--- config.mk ---
export PLATFORM = sky130hd
export DESIGN_NAME = imu_uart_frame_parser
export DESIGN_NICKNAME = d
export VERILOG_FILES = /design/src/rtl/iufp_pkg.sv /design/src/rtl/iufp_fsm.sv /design/src/rtl/iufp_hold.sv /design/src/rtl/imu_uart_frame_parser.sv
export VERILOG_INCLUDE_DIRS = /design/src /design/src/rtl
export SDC_FILE = /design/constraint.sdc
export NUM_CORES = 1
export LEC_CHECK = 0
export BUFFER_PORTS_ARGS = -buffer_cell sky130_fd_sc_hd__buf_2
export CAP_MARGIN = 10
export CORE_MARGIN = 3
export CORE_UTILIZATION = 40
export CTS_CLUSTER_DIAMETER = 50
export CTS_CLUSTER_SIZE = 40
export DETAILED_ROUTE_END_ITERATION = 10
export SYNTH_ARGS = -nofsm -noshare
export SYNTH_HDL_FRONTEND = slang
export SYNTH_SLANG_ARGS = --single-unit
--- constraint.sdc ---
create_clock -name clk -period 6.22 [get_ports clk]
set_input_delay 1.866 -clock clk [delete_from_list [all_inputs] [get_ports clk]]
set_output_delay 1.866 -clock clk [all_outputs]
set_load 0.02 [all_outputs]
--- src/rtl/imu_uart_frame_parser_defines.svh ---
// Assertion macros shared by the frame parser modules.
// Both expect signals named clk and rst in the module that uses them.
`ifndef IMU_UART_FRAME_PARSER_DEFINES_SVH
`define IMU_UART_FRAME_PARSER_DEFINES_SVH

// Same-cycle implication, off during reset
`define IUFP_ASSERT_IMP(lbl, ante, cons) \
  lbl: assert property (@(posedge clk) disable iff (rst) (ante) |-> (cons)) \
    else $error("iufp: same-cycle check failed");

// Next-cycle implication, off during reset
`define IUFP_ASSERT_NEXT(lbl, ante, cons) \
  lbl: assert property (@(posedge clk) disable iff (rst) (ante) |=> (cons)) \
    else $error("iufp: next-cycle check failed");

`endif

--- src/rtl/iufp_pkg.sv ---
`default_nettype none

package iufp_pkg;

  // Frame marker bytes
  localparam logic [7:0] HDR_BYTE   = 8'h55;
  localparam logic [7:0] TYPE_ACCEL = 8'h51;
  localparam logic [7:0] TYPE_GYRO  = 8'h52;
  localparam logic [7:0] TYPE_ANGLE = 8'h53;

  // Result field widths
  localparam int RATE_W  = 20;
  localparam int ANGLE_W = 17;

  typedef enum logic [1:0] {
    PH_HEADER = 2'd0,
    PH_TYPE   = 2'd1,
    PH_DATA   = 2'd2,
    PH_CHECK  = 2'd3
  } phase_t;

  typedef enum logic [1:0] {
    KIND_GYRO   = 2'd0,
    KIND_ANGLE  = 2'd1,
    KIND_ACCEL  = 2'd2,
    KIND_BADSUM = 2'd3
  } kind_t;

  // Frame event from the parser to the hold stage
  typedef struct packed {
    logic         valid;
    kind_t        kind;
    logic [15:0]  roll_raw;
    logic [15:0]  pitch_raw;
    logic [15:0]  yaw_raw;
    logic [15:0]  rate_raw;
  } evt_t;

endpackage

`default_nettype wire

--- src/rtl/iufp_fsm.sv ---
`default_nettype none

`include "imu_uart_frame_parser_defines.svh"

module iufp_fsm #(
  parameter int PAYLOAD_BYTES = 8
) (
  input  logic          clk,
  input  logic          rst,
  input  logic          step,
  input  logic [7:0]    rx_q,
  output iufp_pkg::evt_t evt
);
  import iufp_pkg::*;

  localparam int CNT_W = $clog2(PAYLOAD_BYTES);

  phase_t           phase, phase_next;
  logic [CNT_W-1:0] byte_count, byte_count_next;
  logic [7:0]       kind_byte, kind_byte_next;
  logic [7:0]       running_sum, running_sum_next;
  logic [7:0]       payload [PAYLOAD_BYTES];

  // Parser state
  always_ff @(posedge clk) begin
    if (rst) begin
      phase       <= PH_HEADER;
      byte_count  <= '0;
      kind_byte   <= '0;
      running_sum <= '0;
    end else if (step) begin
      phase       <= phase_next;
      byte_count  <= byte_count_next;
      kind_byte   <= kind_byte_next;
      running_sum <= running_sum_next;
    end
  end

  // Data bytes, only read after being written in the same frame
  always_ff @(posedge clk) begin
    if (step && phase == PH_DATA) begin
      payload[byte_count] <= rx_q;
    end
  end

  // Next state and frame event
  always_comb begin
    phase_next       = phase;
    byte_count_next  = byte_count;
    kind_byte_next   = kind_byte;
    running_sum_next = running_sum;
    evt.valid        = 1'b0;
    evt.kind         = KIND_ACCEL;
    // Little-endian words from the data bytes
    evt.roll_raw     = {payload[1], payload[0]};
    evt.pitch_raw    = {payload[3], payload[2]};
    evt.yaw_raw      = {payload[5], payload[4]};
    evt.rate_raw     = {payload[5], payload[4]};
    unique case (phase)
      PH_HEADER: begin
        if (rx_q == HDR_BYTE) begin
          running_sum_next = rx_q;
          phase_next       = PH_TYPE;
        end
      end
      PH_TYPE: begin
        kind_byte_next   = rx_q;
        running_sum_next = running_sum + rx_q;
        if (rx_q == TYPE_ACCEL || rx_q == TYPE_GYRO || rx_q == TYPE_ANGLE) begin
          byte_count_next = '0;
          phase_next      = PH_DATA;
        end else begin
          phase_next = PH_HEADER;
        end
      end
      PH_DATA: begin
        running_sum_next = running_sum + rx_q;
        byte_count_next  = byte_count + 1'b1;
        if (byte_count == CNT_W'(PAYLOAD_BYTES - 1)) begin
          phase_next = PH_CHECK;
        end
      end
      PH_CHECK: begin
        phase_next = PH_HEADER;
        evt.valid  = 1'b1;
        if (running_sum != rx_q) begin
          evt.kind = KIND_BADSUM;
        end else if (kind_byte == TYPE_GYRO) begin
          evt.kind = KIND_GYRO;
        end else if (kind_byte == TYPE_ANGLE) begin
          evt.kind = KIND_ANGLE;
        end else begin
          evt.kind = KIND_ACCEL;
        end
      end
      default: begin
        phase_next = PH_HEADER;
      end
    endcase
  end

  // Counter stays inside the data field
  `IUFP_ASSERT_IMP(a_count_range, phase == PH_DATA,
                   byte_count <= CNT_W'(PAYLOAD_BYTES - 1))
  // A result only comes out of the checksum phase
  `IUFP_ASSERT_IMP(a_evt_phase, evt.valid, phase == PH_CHECK)

endmodule

`default_nettype wire

--- src/rtl/iufp_hold.sv ---
`default_nettype none

`include "imu_uart_frame_parser_defines.svh"

module iufp_hold (
  input  logic                               clk,
  input  logic                               rst,
  input  logic                               step,
  input  iufp_pkg::evt_t                     evt,
  input  logic                               result_stall,
  output logic                               result_valid,
  output logic [1:0]                         frame_kind,
  output logic signed [iufp_pkg::RATE_W-1:0]  rate_z_q8,
  output logic signed [iufp_pkg::ANGLE_W-1:0] roll_q8,
  output logic signed [iufp_pkg::ANGLE_W-1:0] pitch_q8,
  output logic signed [iufp_pkg::ANGLE_W-1:0] yaw_q8,
  output logic                               rate_ready
);
  import iufp_pkg::*;

  logic                      load;
  kind_t                     kind;
  logic signed [23:0]        rate_prod;
  logic signed [21:0]        roll_prod, pitch_prod, yaw_prod;
  logic signed [RATE_W-1:0]  held_rate;
  logic signed [ANGLE_W-1:0] held_roll, held_pitch, held_yaw;
  logic                      ready_flag;

  assign load = step && evt.valid;

  // Constant scaling: rate = floor(raw*125/8), angle = floor(raw*45/32)
  assign rate_prod  = 24'(signed'(evt.rate_raw)) * 24'sd125;
  assign roll_prod  = 22'(signed'(evt.roll_raw)) * 22'sd45;
  assign pitch_prod = 22'(signed'(evt.pitch_raw)) * 22'sd45;
  assign yaw_prod   = 22'(signed'(evt.yaw_raw)) * 22'sd45;

  // Result register: kind plus held values
  always_ff @(posedge clk) begin
    if (rst) begin
      result_valid <= 1'b0;
      kind         <= KIND_GYRO;
      held_rate    <= '0;
      held_roll    <= '0;
      held_pitch   <= '0;
      held_yaw     <= '0;
      ready_flag   <= 1'b0;
    end else if (load) begin
      result_valid <= 1'b1;
      kind         <= evt.kind;
      if (evt.kind == KIND_GYRO) begin
        held_rate  <= rate_prod[22:3];
        ready_flag <= 1'b1;
      end
      if (evt.kind == KIND_ANGLE) begin
        held_roll  <= roll_prod[21:5];
        held_pitch <= pitch_prod[21:5];
        held_yaw   <= yaw_prod[21:5];
      end
    end else if (!result_stall) begin
      result_valid <= 1'b0;
    end
  end

  assign frame_kind = kind;
  assign rate_z_q8  = held_rate;
  assign roll_q8    = held_roll;
  assign pitch_q8   = held_pitch;
  assign yaw_q8     = held_yaw;
  assign rate_ready = ready_flag;

  // Never overwrite a result still waiting downstream
  `IUFP_ASSERT_IMP(a_no_overwrite, load, !(result_valid && result_stall))
  // Ready flag is sticky
  `IUFP_ASSERT_NEXT(a_ready_sticky, ready_flag, ready_flag)
  // A gyro result always carries the ready flag
  `IUFP_ASSERT_IMP(a_gyro_ready, result_valid && kind == KIND_GYRO, ready_flag)
  // Angles move only with an angle result
  `IUFP_ASSERT_NEXT(a_angle_move, !load || evt.kind != KIND_ANGLE,
                    $stable(held_roll) && $stable(held_yaw))

endmodule

`default_nettype wire

--- src/rtl/imu_uart_frame_parser.sv ---
// Serial IMU frame parser. Takes one received byte per request on the byte
// channel and hunts for 11-byte frames (0x55, type, data bytes, 8-bit sum).
// Every checksum byte yields one result request carrying the frame kind and
// the held Z rate (deg/s) and roll/pitch/yaw (deg), all signed Q8, floored.
// A byte is taken every clock cycle unless the channel stalls; the byte
// path is an input register, the parser and constant scaling, then the
// result register. The byte channel stalls only when a checksum byte must
// load the result register while the previous result is still stalled;
// header, type and data bytes keep flowing.
`default_nettype none

module imu_uart_frame_parser #(
  parameter int PAYLOAD_BYTES = 8
) (
  input  logic                               clk,
  input  logic                               rst,
  input  logic                               byte_valid,
  output logic                               byte_stall,
  input  logic [7:0]                         rx_byte,
  output logic                               result_valid,
  input  logic                               result_stall,
  output logic [1:0]                         frame_kind,
  output logic signed [iufp_pkg::RATE_W-1:0]  rate_z_q8,
  output logic signed [iufp_pkg::ANGLE_W-1:0] roll_q8,
  output logic signed [iufp_pkg::ANGLE_W-1:0] pitch_q8,
  output logic signed [iufp_pkg::ANGLE_W-1:0] yaw_q8,
  output logic                               rate_ready
);
  import iufp_pkg::*;

  logic       in_full;
  logic [7:0] rx_q;
  logic       advance;
  logic       step;
  evt_t       evt;

  // Input byte moves on unless it needs an occupied result register
  assign advance    = !evt.valid || !result_valid || !result_stall;
  assign step       = in_full && advance;
  assign byte_stall = in_full && !advance;

  // Input register
  always_ff @(posedge clk) begin
    if (rst) begin
      in_full <= 1'b0;
    end else if (byte_valid && !byte_stall) begin
      in_full <= 1'b1;
    end else if (step) begin
      in_full <= 1'b0;
    end
  end

  always_ff @(posedge clk) begin
    if (byte_valid && !byte_stall) begin
      rx_q <= rx_byte;
    end
  end

  iufp_fsm #(
    .PAYLOAD_BYTES(PAYLOAD_BYTES)
  ) u_fsm (
    .clk  (clk),
    .rst  (rst),
    .step (step),
    .rx_q (rx_q),
    .evt  (evt)
  );

  iufp_hold u_hold (
    .clk          (clk),
    .rst          (rst),
    .step         (step),
    .evt          (evt),
    .result_stall (result_stall),
    .result_valid (result_valid),
    .frame_kind   (frame_kind),
    .rate_z_q8    (rate_z_q8),
    .roll_q8      (roll_q8),
    .pitch_q8     (pitch_q8),
    .yaw_q8       (yaw_q8),
    .rate_ready   (rate_ready)
  );

endmodule

`default_nettype wire
==> results, run 1 <==
- Setup repair after global routing left no endpoint under its margin.
- For this run, design rule violations remaining after detail routing come to 0.
- In this run the worst hold path is classified as reg -> reg.
- The final layout contains 1963 nets.
- The static leakage power is 7.58 nW.
- At the end of routability-driven placement, the weighted congestion stood at 0.935.
- After clock tree synthesis, the clock-pin slew on the worst setup and hold paths is 0.07 ns.
- The total of flip-flops plus latches after synthesis is 153.
- Dividing the final minimum period by the clock period gives 79.2%.
- The aggregate global routing overflow is 0.
- The worst setup path is of the reg -> reg kind.
- The post-synthesis net count is 1878.
- The upper clock frequency limit is 0.203 GHz.
- The count of nets left with antenna violations once routing finished came out at 0.
- At the worst endpoint, the required time is 6.56 ns.
- After the first detailed-routing iteration, the DRC count stood at 553.
- The maximum cell stage delay along the critical path is 0.56 ns.
- The sequential-to-total area share from yosys stat is 25.3%.
- Ranked by total cell area, the synthesized netlist is headed by sky130_fd_sc_hd__ha_1 19%, sky130_fd_sc_hd__fa_1 18%, sky130_fd_sc_hd__dfxtp_1 14%.
- The sum of routed wire length over all layers is 34200 um.
- The number of pins with negative max-slew slack in the final report is 0.
- For this block, the via count after detailed routing is 10500.
- The number of failing setup endpoints in the final timing report is 0.
- The signal on the critical path passes through inv_1, fa_1, inv_1, fa_1, fa_1, inv_1, fa_1, inv_1, ha_1, o21a_1, or2_2, and3_1, a221oi_1, nand2_1, xor2_1, a31o_2.
- The setup TNS after final layout is 0 ns.
- The number of enable-type register cells in the synthesized netlist is 56.
- For this run, the total global-route usage over all layers was measured as 18.5%.
- The count of yosys warnings during synthesis is 0.
- Max-cap violations in this run came to 0.
- The number of iterations in the first detailed-routing pass is 5.
- The maximum ir drop on the vdd rail is 175 uV.
- Measured along the x axis, the die boundary spans 195 um.
- Post-CTS repair changed the size of 0 cells.
- In this run the tool buffered the top-level ports with 87 buffer cells.
- No sink is reached through more buffers than the 2 on the longest clock path.
- Clock tree synthesis inserted a total of 17 buffers.
- The number of buffers inserted for hold repair after clock tree synthesis is 0.
- The clock arrives with 0.0139 ns of skew.
- At the worst endpoint, the arrival time is 5.26 ns.
- The number of global-route vias before repair is 10500.
- Each instance of the synthesized netlist takes up on average 9.41 um^2.
- The synthesized netlist devotes 37.3% of its cell area to adder and majority cells.
- Of the total synthesized cell area, the portion taken by AND, OR, NAND and NOR gates is 11.0%.
- The wire length of the first global-routing pass is 56500 um.
- The share of synthesized flip-flops with an asynchronous set or reset is 0%.
- Of the cells placed in the final design, the portion with a size suffix greater than 1 is 8.97%.
- The HPWL after detailed placement is 27100 um.
- In this run, distinct cell masters in the synthesized netlist total 71.
- The antenna diode count is 0.
- The largest family of logic cells by synthesized area is adder cells.
- From bottom edge to top edge, the die measures 195 um.
- The post-synthesis share of cell area spent on xor and xnor gates is 4.47%.
- The mean number of vias per cell is 5.05.
- After technology mapping, the gate count stands at 1519.
- The clock period minus worst slack is 4.92 ns.
- The complex-gate fraction of the synthesized area is 12.1%.
- The top cell type by total area after synthesis is sky130_fd_sc_hd__ha_1.
- Entering global routing, the biggest net connects 59 pins.
- The worst-path maximum fanout is 6.
- The total power draw is 2.16 mW.
- TritonCTS built the clock tree.
- Row generation in the floorplan step produced 68 rows.
- In the layout the commonest cells are 304 x sky130_fd_sc_hd__inv_1, 215 x sky130_fd_sc_hd__ha_1, 132 x sky130_fd_sc_hd__fa_1.
- In this run the number of H-tree levels came out at 4.
- The commonest register cell after synthesis is sky130_fd_sc_hd__dfxtp_1.
- During I/O placement, the number of pins put on the boundary was 88.
- The fraction of synthesized area in multiplexers is 0.998%.
- STA classifies the critical path endpoint as a flip-flop.
- The most common cell after layout, fill and taps aside is sky130_fd_sc_hd__inv_1.
- Summing every instance area after synthesis gives 14300 um^2.
- The run finished with clean final reports.
- The count of fill cells added during filler insertion is 3404.
- The library cell contributing the largest single delay on the critical path is sky130_fd_sc_hd__fa_1.
- The worst setup path is launched from a flip-flop.
- The cell at the root of the clock tree is sky130_fd_sc_hd__clkbuf_16.
- The post-detailed-route wirelength per cell is 16.5 um.
- The clock insertion delay at the later pin of the skew report is 0.44 ns.
- In this run the standard cell core region covers 34900 um^2.
- The final-report hold violation count is 0.
- The proportion of netlist area held by the largest area contributor is 18.8%.
- The ratio of total power to cell area is 136 nW/um^2.
- The count of clock tree sinks is 153.
- The number of antenna violations at the first check in global routing came to 0.
- Post-CTS timing repair inserted 0 buffers for setup.
- The synthesis-to-finish area growth is 10.8%.
- Once the floorplan was initialized, standard cells occupied 41.0% of the core.
- The remaining max-slew budget at the tightest pin is 37.5%.
- The die area is 38000 um^2.
- For the pin with the worst max-slew slack, the measured transition is 0.936 ns.
-- worst paths after layout --
check	cells after the start	endpoint	slack [ns]	startpoint
max	16	u_hold.rate_z_q8[14]$_SDFFE_PP0P_	1.30	u_fsm.payload[5][1]$_DFFE_PP_
min reg2reg	2	u_hold.roll_q8[8]$_SDFFE_PP0P_	0.45	u_hold.roll_q8[8]$_SDFFE_PP0P_
min	2	u_hold.roll_q8[8]$_SDFFE_PP0P_	0.45	u_hold.roll_q8[8]$_SDFFE_PP0P_
max reg2reg	16	u_hold.rate_z_q8[14]$_SDFFE_PP0P_	1.30	u_fsm.payload[5][1]$_DFFE_PP_
-- area by class of cell --
| cell class | instances | area [um^2] | area share, % |
|---|---|---|---|
| clock inverters | 14 | 150 | 0.947 |
| flip-flops and latches | 153 | 3620 | 22.9 |
| clock buffers | 18 | 429 | 2.71 |
| inverters | 304 | 1140 | 7.20 |
| well taps | 455 | 569 | 3.59 |
| multi-input cells | 1032 | 9430 | 59.5 |
| repair buffers | 96 | 505 | 3.19 |
-- report_power, final --
part	internal, mW	switching [mW]
clock network	0.592	0.462
registers	1.04	0.0241
logic	0.0109	0.0268
total	1.65	0.513
-- per-stage QoR --
step                      hold WS [ns]  instance area [um^2]  setup WS [ns]  util (%)  cells
after floorplan                  0.431                 14300           1.68         -   1519
after global placement           0.437                 15300           1.37      43.8   2040
after detailed placement         0.442                 15300           1.35      43.8   2040
after CTS                        0.453                 15800           1.32      45.4   2072
after global routing             0.466                 15800           1.06      45.4   2072
final                            0.450                 15800           1.30      45.4   2072
-- worst max-delay path: cells and delay by family (launching register included) --
kind / cells / cell delay [ns]
fa+ha+maj: 5 / 2.37
compound gates: 3 / 0.93
simple gates: 3 / 0.59
flops: 1 / 0.44
buf+inv: 4 / 0.33
xor+xnor: 1 / 0.16
-- logic make-up (layout without fill, tap and decap cells) --
logic type,after synthesis,count (layout)
xor gates and xnor gates,73,73
buffers and inverters,334,432
adders and majority gates,347,347
DFF,153,153
and+or+nand+nor,333,333
AOI/OAI and AO/OA,265,265
muxes,14,14
-- registers in the layout, summed over array words and instances (netlist names), 2 cells and up, named ones only --
register           count
u_fsm.running_sum      8
u_hold.roll_q8        17
u_hold.frame_kind      2
u_fsm.byte_count       3
u_hold.yaw_q8         17
u_hold.rate_z_q8      20
u_fsm.kind_byte        8
rx_q                   8
u_fsm.payload         48
u_hold.pitch_q8       17
-- layer usage --
layer / track usage, % / up-vias / routed length (um)
li1: - / 5240 / -
met1: 24.1 / 5007 / 15600
met2: 32.3 / 174 / 17000
met3: 2.40 / 46 / 880
met4: 5.65 / 0 / 822
met5: 0 / - / 0
-- cell usage after synthesis, types with 5 or more instances --
master                      count
sky130_fd_sc_hd__inv_1        304
sky130_fd_sc_hd__ha_1         215
sky130_fd_sc_hd__fa_1         132
sky130_fd_sc_hd__nand2_1      126
sky130_fd_sc_hd__a21oi_1      100
sky130_fd_sc_hd__dfxtp_1       97
sky130_fd_sc_hd__nor2_1        64
sky130_fd_sc_hd__edfxtp_1      56
sky130_fd_sc_hd__xnor2_1       43
sky130_fd_sc_hd__o21ai_0       41
sky130_fd_sc_hd__nand3_1       40
sky130_fd_sc_hd__xor2_1        30
sky130_fd_sc_hd__nor3_1        23
sky130_fd_sc_hd__clkbuf_1      21
sky130_fd_sc_hd__a211oi_1      20
sky130_fd_sc_hd__a21o_1        20
sky130_fd_sc_hd__o21a_1        15
sky130_fd_sc_hd__and3_1        14
sky130_fd_sc_hd__mux2i_1       12
sky130_fd_sc_hd__or3_1         11
sky130_fd_sc_hd__nor2b_1       10
sky130_fd_sc_hd__nor4b_1        7
sky130_fd_sc_hd__or2_2          7
sky130_fd_sc_hd__nand2b_1       6
sky130_fd_sc_hd__nor4_1         6
sky130_fd_sc_hd__a31oi_1        5
sky130_fd_sc_hd__buf_2          5
sky130_fd_sc_hd__o2111ai_1      5
sky130_fd_sc_hd__o31ai_1        5
No activity file was read; power rests on OpenSTA's default activity.
==> inputs of run 2 (changes only) <==
--- a/config.mk
+++ b/config.mk
@@ -6,6 +6,7 @@
 export SDC_FILE = /design/constraint.sdc
 export NUM_CORES = 1
 export LEC_CHECK = 0
+export ABC_AREA = 1
 export BUFFER_PORTS_ARGS = -buffer_cell sky130_fd_sc_hd__buf_2
 export CAP_MARGIN = 10
 export CORE_MARGIN = 3
==> constraint.sdc (replaced) <==
create_clock -name clk -period 5.1 [get_ports clk]
set_input_delay 1.53 -clock clk [delete_from_list [all_inputs] [get_ports clk]]
set_output_delay 1.53 -clock clk [all_outputs]
set_load 0.02 [all_outputs]
==> run 2 against run 1 <==
  * Sequential share of layout area is 1.4 points lower
  * Clock-buffer cell count grew 2
  * Wire length rose by 5.1%
  * Hold slack improved by 0.011 ns
  * Highest routed layer unchanged
==> results, run 2 <==
- The flow ran to the end, and the final reports show no timing, DRC or antenna violations.
- In the post-synthesis netlist, the biggest area contributors are sky130_fd_sc_hd__ha_1 18%, sky130_fd_sc_hd__fa_1 17%, sky130_fd_sc_hd__dfxtp_1 13%.
- The complex-gate fraction of the synthesized area came to 9.99% (-2.1 points).
- The worst-path maximum fanout is 7 (+1).
- The power dissipated by switching net loads is 0.608 mW (+18%).
- The sequential-to-total area share from yosys stat is 23.8% (-1.6 points).
- Leaving out fill and tap cells, the most frequent cell in the layout is sky130_fd_sc_hd__inv_1.
- The top-level port count is 88 (unchanged).
- The number of remaining DRC errors came to 0 (unchanged).
- The number of port buffers is 87 (unchanged).
- The aggregate global routing overflow came to 0 (unchanged).
- The antenna diode count came to 0 (unchanged).
- The quantity of gates resized following cts came to 0 (unchanged).
- The worst endpoint data arrival time is 4.73 ns (-0.53 ns).
- The total routing usage reported by global routing was 18.3% (-0.22 points).
- The required time of the critical path is 5.44 ns (-1.12 ns).
- The number of iterations in the first detailed-routing pass is 5 (unchanged).
- The number of enable-type register cells in the synthesized netlist came to 56 (unchanged).
- The die area is 40500 um^2 (+6.4%).
- The global placement routability congestion came to 0.870 (-6.9%).
- The clock-pin slew on the worst setup and hold paths is 0.07 ns (about the same).
- The worst hold path belongs to the class reg -> reg.
- The signal on the critical path passes through inv_1, ha_1, xnor2_1, fa_1, fa_1, inv_1, fa_1, inv_1, ha_1, nand2_1, nor2_1, nand3_1, nand2_1, nor2_1, o21ai_0, inv_1.
- The static leakage power is 8.85 nW (+17%).
- The initial standard-cell utilization of the core is 41.2% (+0.17 points).
- The sum of routed wire length over all layers is 36000 um (+5.1%).
- For this design, the slowest cell found on the critical path is sky130_fd_sc_hd__fa_1.
- The maximum cell stage delay along the critical path is 0.51 ns (-0.05 ns).
- The ratio of final minimum period to clock period is 86.0% (+6.8 points).
- The total of flip-flops plus latches after synthesis is 153 (unchanged).
- The CTS tree is built.
- The number of antenna-violating nets in the routed design is 0 (unchanged).
- The largest family of logic cells by synthesized area is adder cells.
- The remaining max-slew budget at the tightest pin is 29.6% (-7.9 points).
- The number of buffers inserted for hold repair after clock tree synthesis came to 0 (unchanged).
- The wire length of the first global-routing pass was 60500 um (+7.0%).
- The number of flip-flops in the largest register was 48 (unchanged).
- The average cell area after synthesis is 8.06 um^2 (-14%).
- The count of yosys warnings during synthesis was 0 (unchanged).
- The mean number of vias per cell is 4.82 (-4.6%).
- The die span in x is 201 um (+3.2%).
- The setup TNS after final layout is 0 ns (unchanged).
- The category of the critical setup timing path is reg -> reg.
- The actual slew at the worst max-slew pin is 1.05 ns (+0.112 ns).
- The number of antenna violations at the first check in global routing came to 0 (unchanged).
- The proportion of netlist area held by the largest area contributor is 17.6% (-1.2 points).
- The number of global-route vias before repair is 12400 (+17%).
- The largest register by flop count is u_fsm.payload.
- The dominant cell type by count on the critical path is sky130_fd_sc_hd__inv_1.
- The number of pins with negative max-slew slack in the final report came to 0 (unchanged).
- The post-synthesis share of cell area spent on xor and xnor gates is 3.61% (-0.86 points).
- By count the netlist is led by 421 x sky130_fd_sc_hd__inv_1, 332 x sky130_fd_sc_hd__nand2_1, 215 x sky130_fd_sc_hd__ha_1, 141 x sky130_fd_sc_hd__a21oi_1, 133 x sky130_fd_sc_hd__nor2_1.
- The die height is 201 um (+3.2%).
- The maximum ir drop on the vdd rail came to 224 uV (+28%).
- The count of routing violations after the opening detailed-route iteration is 505 (-8.7%).
- The basic-gate share of the synthesized area counting and, or, nand and nor cells is 16.2% (+5.2 points).
- The number of instances in the synthesized netlist came to 1892 (+25%).
- The area share of fa/ha/maj cells after synthesis was 35.0% (-2.3 points).
- The top cell type by total area after synthesis is sky130_fd_sc_hd__ha_1.
- The number of buffers created by CTS is 17 (unchanged).
- The minimum setup slack among reg-to-reg paths is 0.71 ns (-0.58 ns).
- Yosys instantiated no cell more often than sky130_fd_sc_hd__inv_1.
- The core area is 37000 um^2 (+6.2%).
- The post-CTS setup-driven buffer insertion count is 0 (unchanged).
- The fraction of power spent switching nets is 23.1% (-0.69 points).
- STA classifies the critical path startpoint as a flip-flop.
- The worst setup path is captured at a flip-flop.
- The total power draw is 2.64 mW (+22%).
- The layout cell share with drive strength beyond 1 is 7.40% (-1.6 points).
- The buffer levels on the longest clock path is 2 (unchanged).
- The post-layout net count is 2345 (+19%).
- The share of synthesized flip-flops with an asynchronous set or reset is 0% (unchanged).
- The clock period minus worst slack is 4.39 ns (-0.539 ns).
- The upper clock frequency limit is 0.228 GHz (+12%).
- The total number of placement rows is 70 (+2.9%).
- The depth of the CTS H-tree came to 4 (unchanged).
- The combinational fraction of design power is 1.7% (about the same).
- The maximum number of pins on one net before global-route repair was 71 (+20%).
- The library cells used most frequently in the layout, excluding fill and tap cells, are 420 x sky130_fd_sc_hd__inv_1, 332 x sky130_fd_sc_hd__nand2_1, 215 x sky130_fd_sc_hd__ha_1.
- The number of vias after detailed routing is 12100 (+15%).
- The ratio of total power to cell area came to 156 nW/um^2 (+15%).
- The relative contribution of sequential cells to total power is 49.4% (about the same).
- The cell-internal power was 2.03 mW (+23%).
- The post-detailed-route wirelength per cell was 14.4 um (-13%).
- The count of clock tree sinks came to 153 (unchanged).
- The fraction of synthesized area in multiplexers came to 0% (-1.0 points).
- The clock insertion delay at the later pin of the skew report is 0.45 ns (about the same).
- The synthesis-to-finish area growth is 10.7%.
- The cell at the root of the clock tree is sky130_fd_sc_hd__clkbuf_16.
- The number of max-cap violations is 0 (unchanged).
- In the synthesized netlist the dominant register cell turns out to be sky130_fd_sc_hd__dfxtp_1.
- The post-synthesis net count is 2251 (+20%).
- The number of different library cells in the post-synthesis netlist is 36 (-49%).
- The final-report hold violation count is 0 (unchanged).
- The total standard cell area after synthesis is 15200 um^2 (+6.6%).
- The detailed placer's ending HPWL is 29300 um (+8.0%).
- The number of failing setup endpoints in the final timing report is 0 (unchanged).
- The share of total power in the clock network was 48.8% (about the same).
- The setup clock skew after layout was 0.0117 ns (-0.00229 ns).
- Setup repair after global routing left no endpoint under its margin.
run 2: final timing paths:
kind,start,endpoint,depth (start not counted)
setup / recovery,u_fsm.payload[5][6]$_DFFE_PP_,u_hold.rate_z_q8[16]$_SDFFE_PP0P_,16
hold / removal,u_hold.rate_z_q8[3]$_SDFFE_PP0P_,u_hold.rate_z_q8[3]$_SDFFE_PP0P_,2
setup reg to reg,u_fsm.payload[5][6]$_DFFE_PP_,u_hold.rate_z_q8[16]$_SDFFE_PP0P_,16
hold reg to reg,u_hold.rate_z_q8[3]$_SDFFE_PP0P_,u_hold.rate_z_q8[3]$_SDFFE_PP0P_,2
run 2: through the flow:
stage | cell area (um^2) | std cells | hold WS (ns) | utilization [%] | setup WS [ns]
after floorplan | 15200 | 1892 | 0.441 | - | 1.08
after global placement | 16300 | 2470 | 0.446 | 44.0 | 0.801
after detailed placement | 16300 | 2470 | 0.446 | 44.0 | 0.753
after CTS | 16900 | 2502 | 0.466 | 45.5 | 0.731
after global routing | 16900 | 2503 | 0.495 | 45.6 | 0.344
final | 16900 | 2503 | 0.461 | 45.6 | 0.715
run 2: per-layer routing:
layer | GRT usage, % | up-vias | wire (um)
met5 | 0 | - | 0
met4 | 5.28 | 0 | 817
met3 | 3.32 | 44 | 1390
met2 | 31.6 | 198 | 16900
met1 | 23.6 | 5662 | 16900
li1 | - | 6157 | -
run 2: critical path, delay by kind of cell, from the launching register on:
kind / cells / cell delay (ns)
compound gates: 1 / 0.16
simple gates: 5 / 0.58
buf+inv: 4 / 0.47
flops: 1 / 0.47
fa+ha+maj: 5 / 2.22
xor+xnor: 1 / 0.37
run 2: cell families after synthesis:
family,Yosys count
adder cells (fa/ha/maj),347
flip-flops,153
XOR/XNOR,62
AO/OA/AOI/OAI,279
buffers and inverters,453
AND/OR/NAND/NOR,598
run 2: power by group through the flow:
stage          Clock (mW)  Combinational, mW  Sequential (mW)
2_1_floorplan           0             0.0319             1.31
3_3_place_gp            0             0.0450             1.33
3_5_place_dp            0             0.0460             1.33
4_1_cts              1.33             0.0462             1.30
5_1_grt              1.38             0.0517             1.30
6_report             1.29             0.0455             1.30
run 2: area by class of cell:
class	count	area [um^2]
Inverter	426	1600
Timing Repair Buffer	102	558
Multi-Input combinational cell	1286	9880
Fill cell	3701	20200
Tap cell	504	631
Clock buffer	20	447
Clock inverter	12	140
Sequential cell	153	3620
==> inputs of run 3 (changes only) <==
--- a/config.mk
+++ b/config.mk
@@ -10,10 +10,11 @@
 export BUFFER_PORTS_ARGS = -buffer_cell sky130_fd_sc_hd__buf_2
 export CAP_MARGIN = 10
 export CORE_MARGIN = 3
-export CORE_UTILIZATION = 40
+export CORE_UTILIZATION = 50
 export CTS_CLUSTER_DIAMETER = 50
 export CTS_CLUSTER_SIZE = 40
 export DETAILED_ROUTE_END_ITERATION = 10
+export PLACE_DENSITY = 0.67
 export SYNTH_ARGS = -nofsm -noshare
 export SYNTH_HDL_FRONTEND = slang
 export SYNTH_SLANG_ARGS = --single-unit
==> run 3 against run 2 <==
  * Clock skew rose by 0.0021 ns
  * Sequential share of layout area rose by 0.17 points
  * Critical path type unchanged
  * Non-clock buffer count did not move
  * Die area fell by 19%
  * Wire length fell by 0.39%
  * Sequential power barely moved
==> results, run 3 (same netlist as run 2, synthesis figures left out) <==
- The flow ran to the end, and the final reports show no timing, DRC or antenna violations.
- The count of routing violations after the opening detailed-route iteration came to 727 (+44%).
- The maximum number of pins on one net before global-route repair is 58 (-18%).
- The remaining max-slew budget at the tightest pin is 24.9% (-4.7 points).
- The die area is 32600 um^2 (-19%).
- The count of fill cells added during filler insertion is 2769 (-25%).
- The most common cell after layout, fill and taps aside is sky130_fd_sc_hd__inv_1.
- The number of vias after detailed routing is 12200 (+1.1%).
- The detailed placer's ending HPWL came to 28800 um (-1.5%).
- The quantity of gates resized following cts came to 0 (unchanged).
- The depth of the CTS H-tree is 4 (unchanged).
- The post-route core utilization is 56.0% (+10 points).
- The number of antenna violations at the first check in global routing was 0 (unchanged).
- The die span in x is 181 um (-10%).
- Relative to the synthesized area, the layout overhead comes to 9.82%.
- The ratio of total power to cell area came to 158 nW/um^2 (+1.1%).
- The number of failing setup endpoints in the final timing report is 0 (unchanged).
- The layout cell share with drive strength beyond 1 is 7.40% (unchanged).
- The path class of the tightest hold or removal check is reg -> reg.
- The required time of the critical path was 5.43 ns (about the same).
- The cell at the root of the clock tree is sky130_fd_sc_hd__clkbuf_16.
- The post-CTS setup-driven buffer insertion count is 0 (unchanged).
- The number of flip-flops in the largest register is 48 (unchanged).
- The initial standard-cell utilization of the core is 51.0% (+9.9 points).
- Counting flops per register, the top entry is u_fsm.payload.
- The actual slew at the worst max-slew pin is 1.12 ns (+0.0696 ns).
- The kind of start point of the critical path is a flip-flop.
- The upper clock frequency limit is 0.230 GHz (+0.84%).
- The ratio of final minimum period to clock period came to 85.3% (-0.72 points).
- In the layout the commonest cells are 420 x sky130_fd_sc_hd__inv_1, 332 x sky130_fd_sc_hd__nand2_1, 215 x sky130_fd_sc_hd__ha_1.
- The setup TNS after final layout is 0 ns (unchanged).
- The global placement routability congestion is 0.900 (+3.3%).
- The worst endpoint data arrival time is 4.68 ns (-0.05 ns).
- The aggregate global routing overflow is 0 (unchanged).
- The number of iterations in the first detailed-routing pass was 8 (+3).
- The worst-path maximum fanout is 7 (unchanged).
- The clock period minus worst slack came to 4.35 ns (-0.0366 ns).
- The sum of routed wire length over all layers was 35800 um (-0.39%).
- The mean number of vias per cell came to 5.11 (+6.0%).
- The setup clock skew after layout is 0.0138 ns (+0.00213 ns).
- The maximum ir drop on the vdd rail is 308 uV (+37%).
- STA classifies the critical path endpoint as a flip-flop.
- The number of global-route vias before repair came to 12400 (+0.60%).
- The total routing usage reported by global routing is 22.7% (+4.4 points).
- The top-level port count is 88 (unchanged).
- The number of buffers created by CTS is 17 (unchanged).
- The buffer levels on the longest clock path was 2 (unchanged).
- The minimum setup slack among reg-to-reg paths is 0.75 ns (+0.04 ns).
- The die height is 181 um (-10%).
- The final-report hold violation count came to 0 (unchanged).
- The number of max-cap violations was 0 (unchanged).
- The number of port buffers is 87 (unchanged).
- The final standard cell area without fillers is 16700 um^2 (-0.80%).
- The clock insertion delay at the later pin of the skew report is 0.44 ns (about the same).
- The total number of placement rows is 63 (-10%).
- The clock-pin slew on the worst setup and hold paths is 0.07 ns (about the same).
- The area after detailed placement came to 16200 um^2 (-0.83%).
- The post-detailed-route wirelength per cell came to 15.0 um (+4.4%).
- The post-layout net count came to 2345 (unchanged).
- The count of clock tree sinks is 153 (unchanged).
- The antenna diode count is 0 (unchanged).
- The number of antenna-violating nets in the routed design is 0 (unchanged).
- The number of pins with negative max-slew slack in the final report is 0 (unchanged).
- The static leakage power is 8.87 nW (+0.22%).
- TritonCTS built the clock tree.
- The core area is 29900 um^2 (-19%).
- The wire length of the first global-routing pass is 60300 um (-0.22%).
- The critical path in this run is classified as reg -> reg.
- Setup repair after global routing left no endpoint under its margin.
- The number of buffers inserted for hold repair after clock tree synthesis came to 0 (unchanged).
- The number of remaining DRC errors is 0 (unchanged).
[run 3: worst max-delay path, cell delays in order (launching register included)]
cell                       delay [ns]
sky130_fd_sc_hd__edfxtp_1        0.49
sky130_fd_sc_hd__inv_1           0.30
sky130_fd_sc_hd__ha_1            0.31
sky130_fd_sc_hd__xnor2_1         0.39
sky130_fd_sc_hd__fa_1            0.50
sky130_fd_sc_hd__fa_1            0.50
sky130_fd_sc_hd__inv_1           0.05
sky130_fd_sc_hd__fa_1            0.48
sky130_fd_sc_hd__inv_1           0.04
sky130_fd_sc_hd__ha_1            0.33
sky130_fd_sc_hd__a21oi_1         0.24
sky130_fd_sc_hd__nand2_1         0.09
sky130_fd_sc_hd__a21oi_1         0.12
sky130_fd_sc_hd__nand2_1         0.09
sky130_fd_sc_hd__nand2_1         0.06
sky130_fd_sc_hd__nand2_1         0.04
sky130_fd_sc_hd__o21ai_0         0.15
sky130_fd_sc_hd__inv_1           0.05
[run 3: power by group]
part | switching (mW) | internal (mW) | total [mW] | leakage (nW)
logic | 0.0307 | 0.0144 | 0.0451 | 7.28
clock network | 0.538 | 0.757 | 1.30 | 0.297
registers | 0.0306 | 1.27 | 1.30 | 1.29
total | 0.599 | 2.05 | 2.64 | 8.87
[run 3: stage by stage]
step                setup slack, ns  hold slack [ns]  power, mW  std cells
global placement              0.784            0.445       1.38       2357
CTS                           0.744            0.456       2.68       2389
detailed placement            0.776            0.442       1.38       2357
floorplan                      1.08            0.441       1.34       1892
finish                        0.752            0.460       2.64       2389
global route                  0.387            0.487       2.73       2389
[run 3: final cells by class]
class / count / area (um^2) / share of cell area, %
multi-input cells: 1286 / 9880 / 59.0
flip-flops and latches: 153 / 3620 / 21.6
inverters: 426 / 1600 / 9.55
repair buffers: 102 / 561 / 3.35
well taps: 390 / 488 / 2.91
clock buffers: 20 / 458 / 2.74
clock inverters: 12 / 134 / 0.800
[run 3: layer usage]
layer,track usage (%),vias up,part of all wire (%)
li1,-,6175,-
met1,28.7,5739,44
met2,39.8,227,49
met3,3.51,58,3.6
met4,7.34,0,3.0
met5,0,-,0
[run 3: path summary, 6_finish.rpt]
| path | to | start | cells after the start |
|---|---|---|---|
| setup reg to reg | u_hold.rate_z_q8[16]$_SDFFE_PP0P_ | u_fsm.payload[5][6]$_DFFE_PP_ | 17 |
| hold / removal | u_hold.rate_z_q8[3]$_SDFFE_PP0P_ | u_hold.rate_z_q8[3]$_SDFFE_PP0P_ | 2 |
| hold reg to reg | u_hold.rate_z_q8[3]$_SDFFE_PP0P_ | u_hold.rate_z_q8[3]$_SDFFE_PP0P_ | 2 |
| setup / recovery | u_hold.rate_z_q8[16]$_SDFFE_PP0P_ | u_fsm.payload[5][6]$_DFFE_PP_ | 17 |
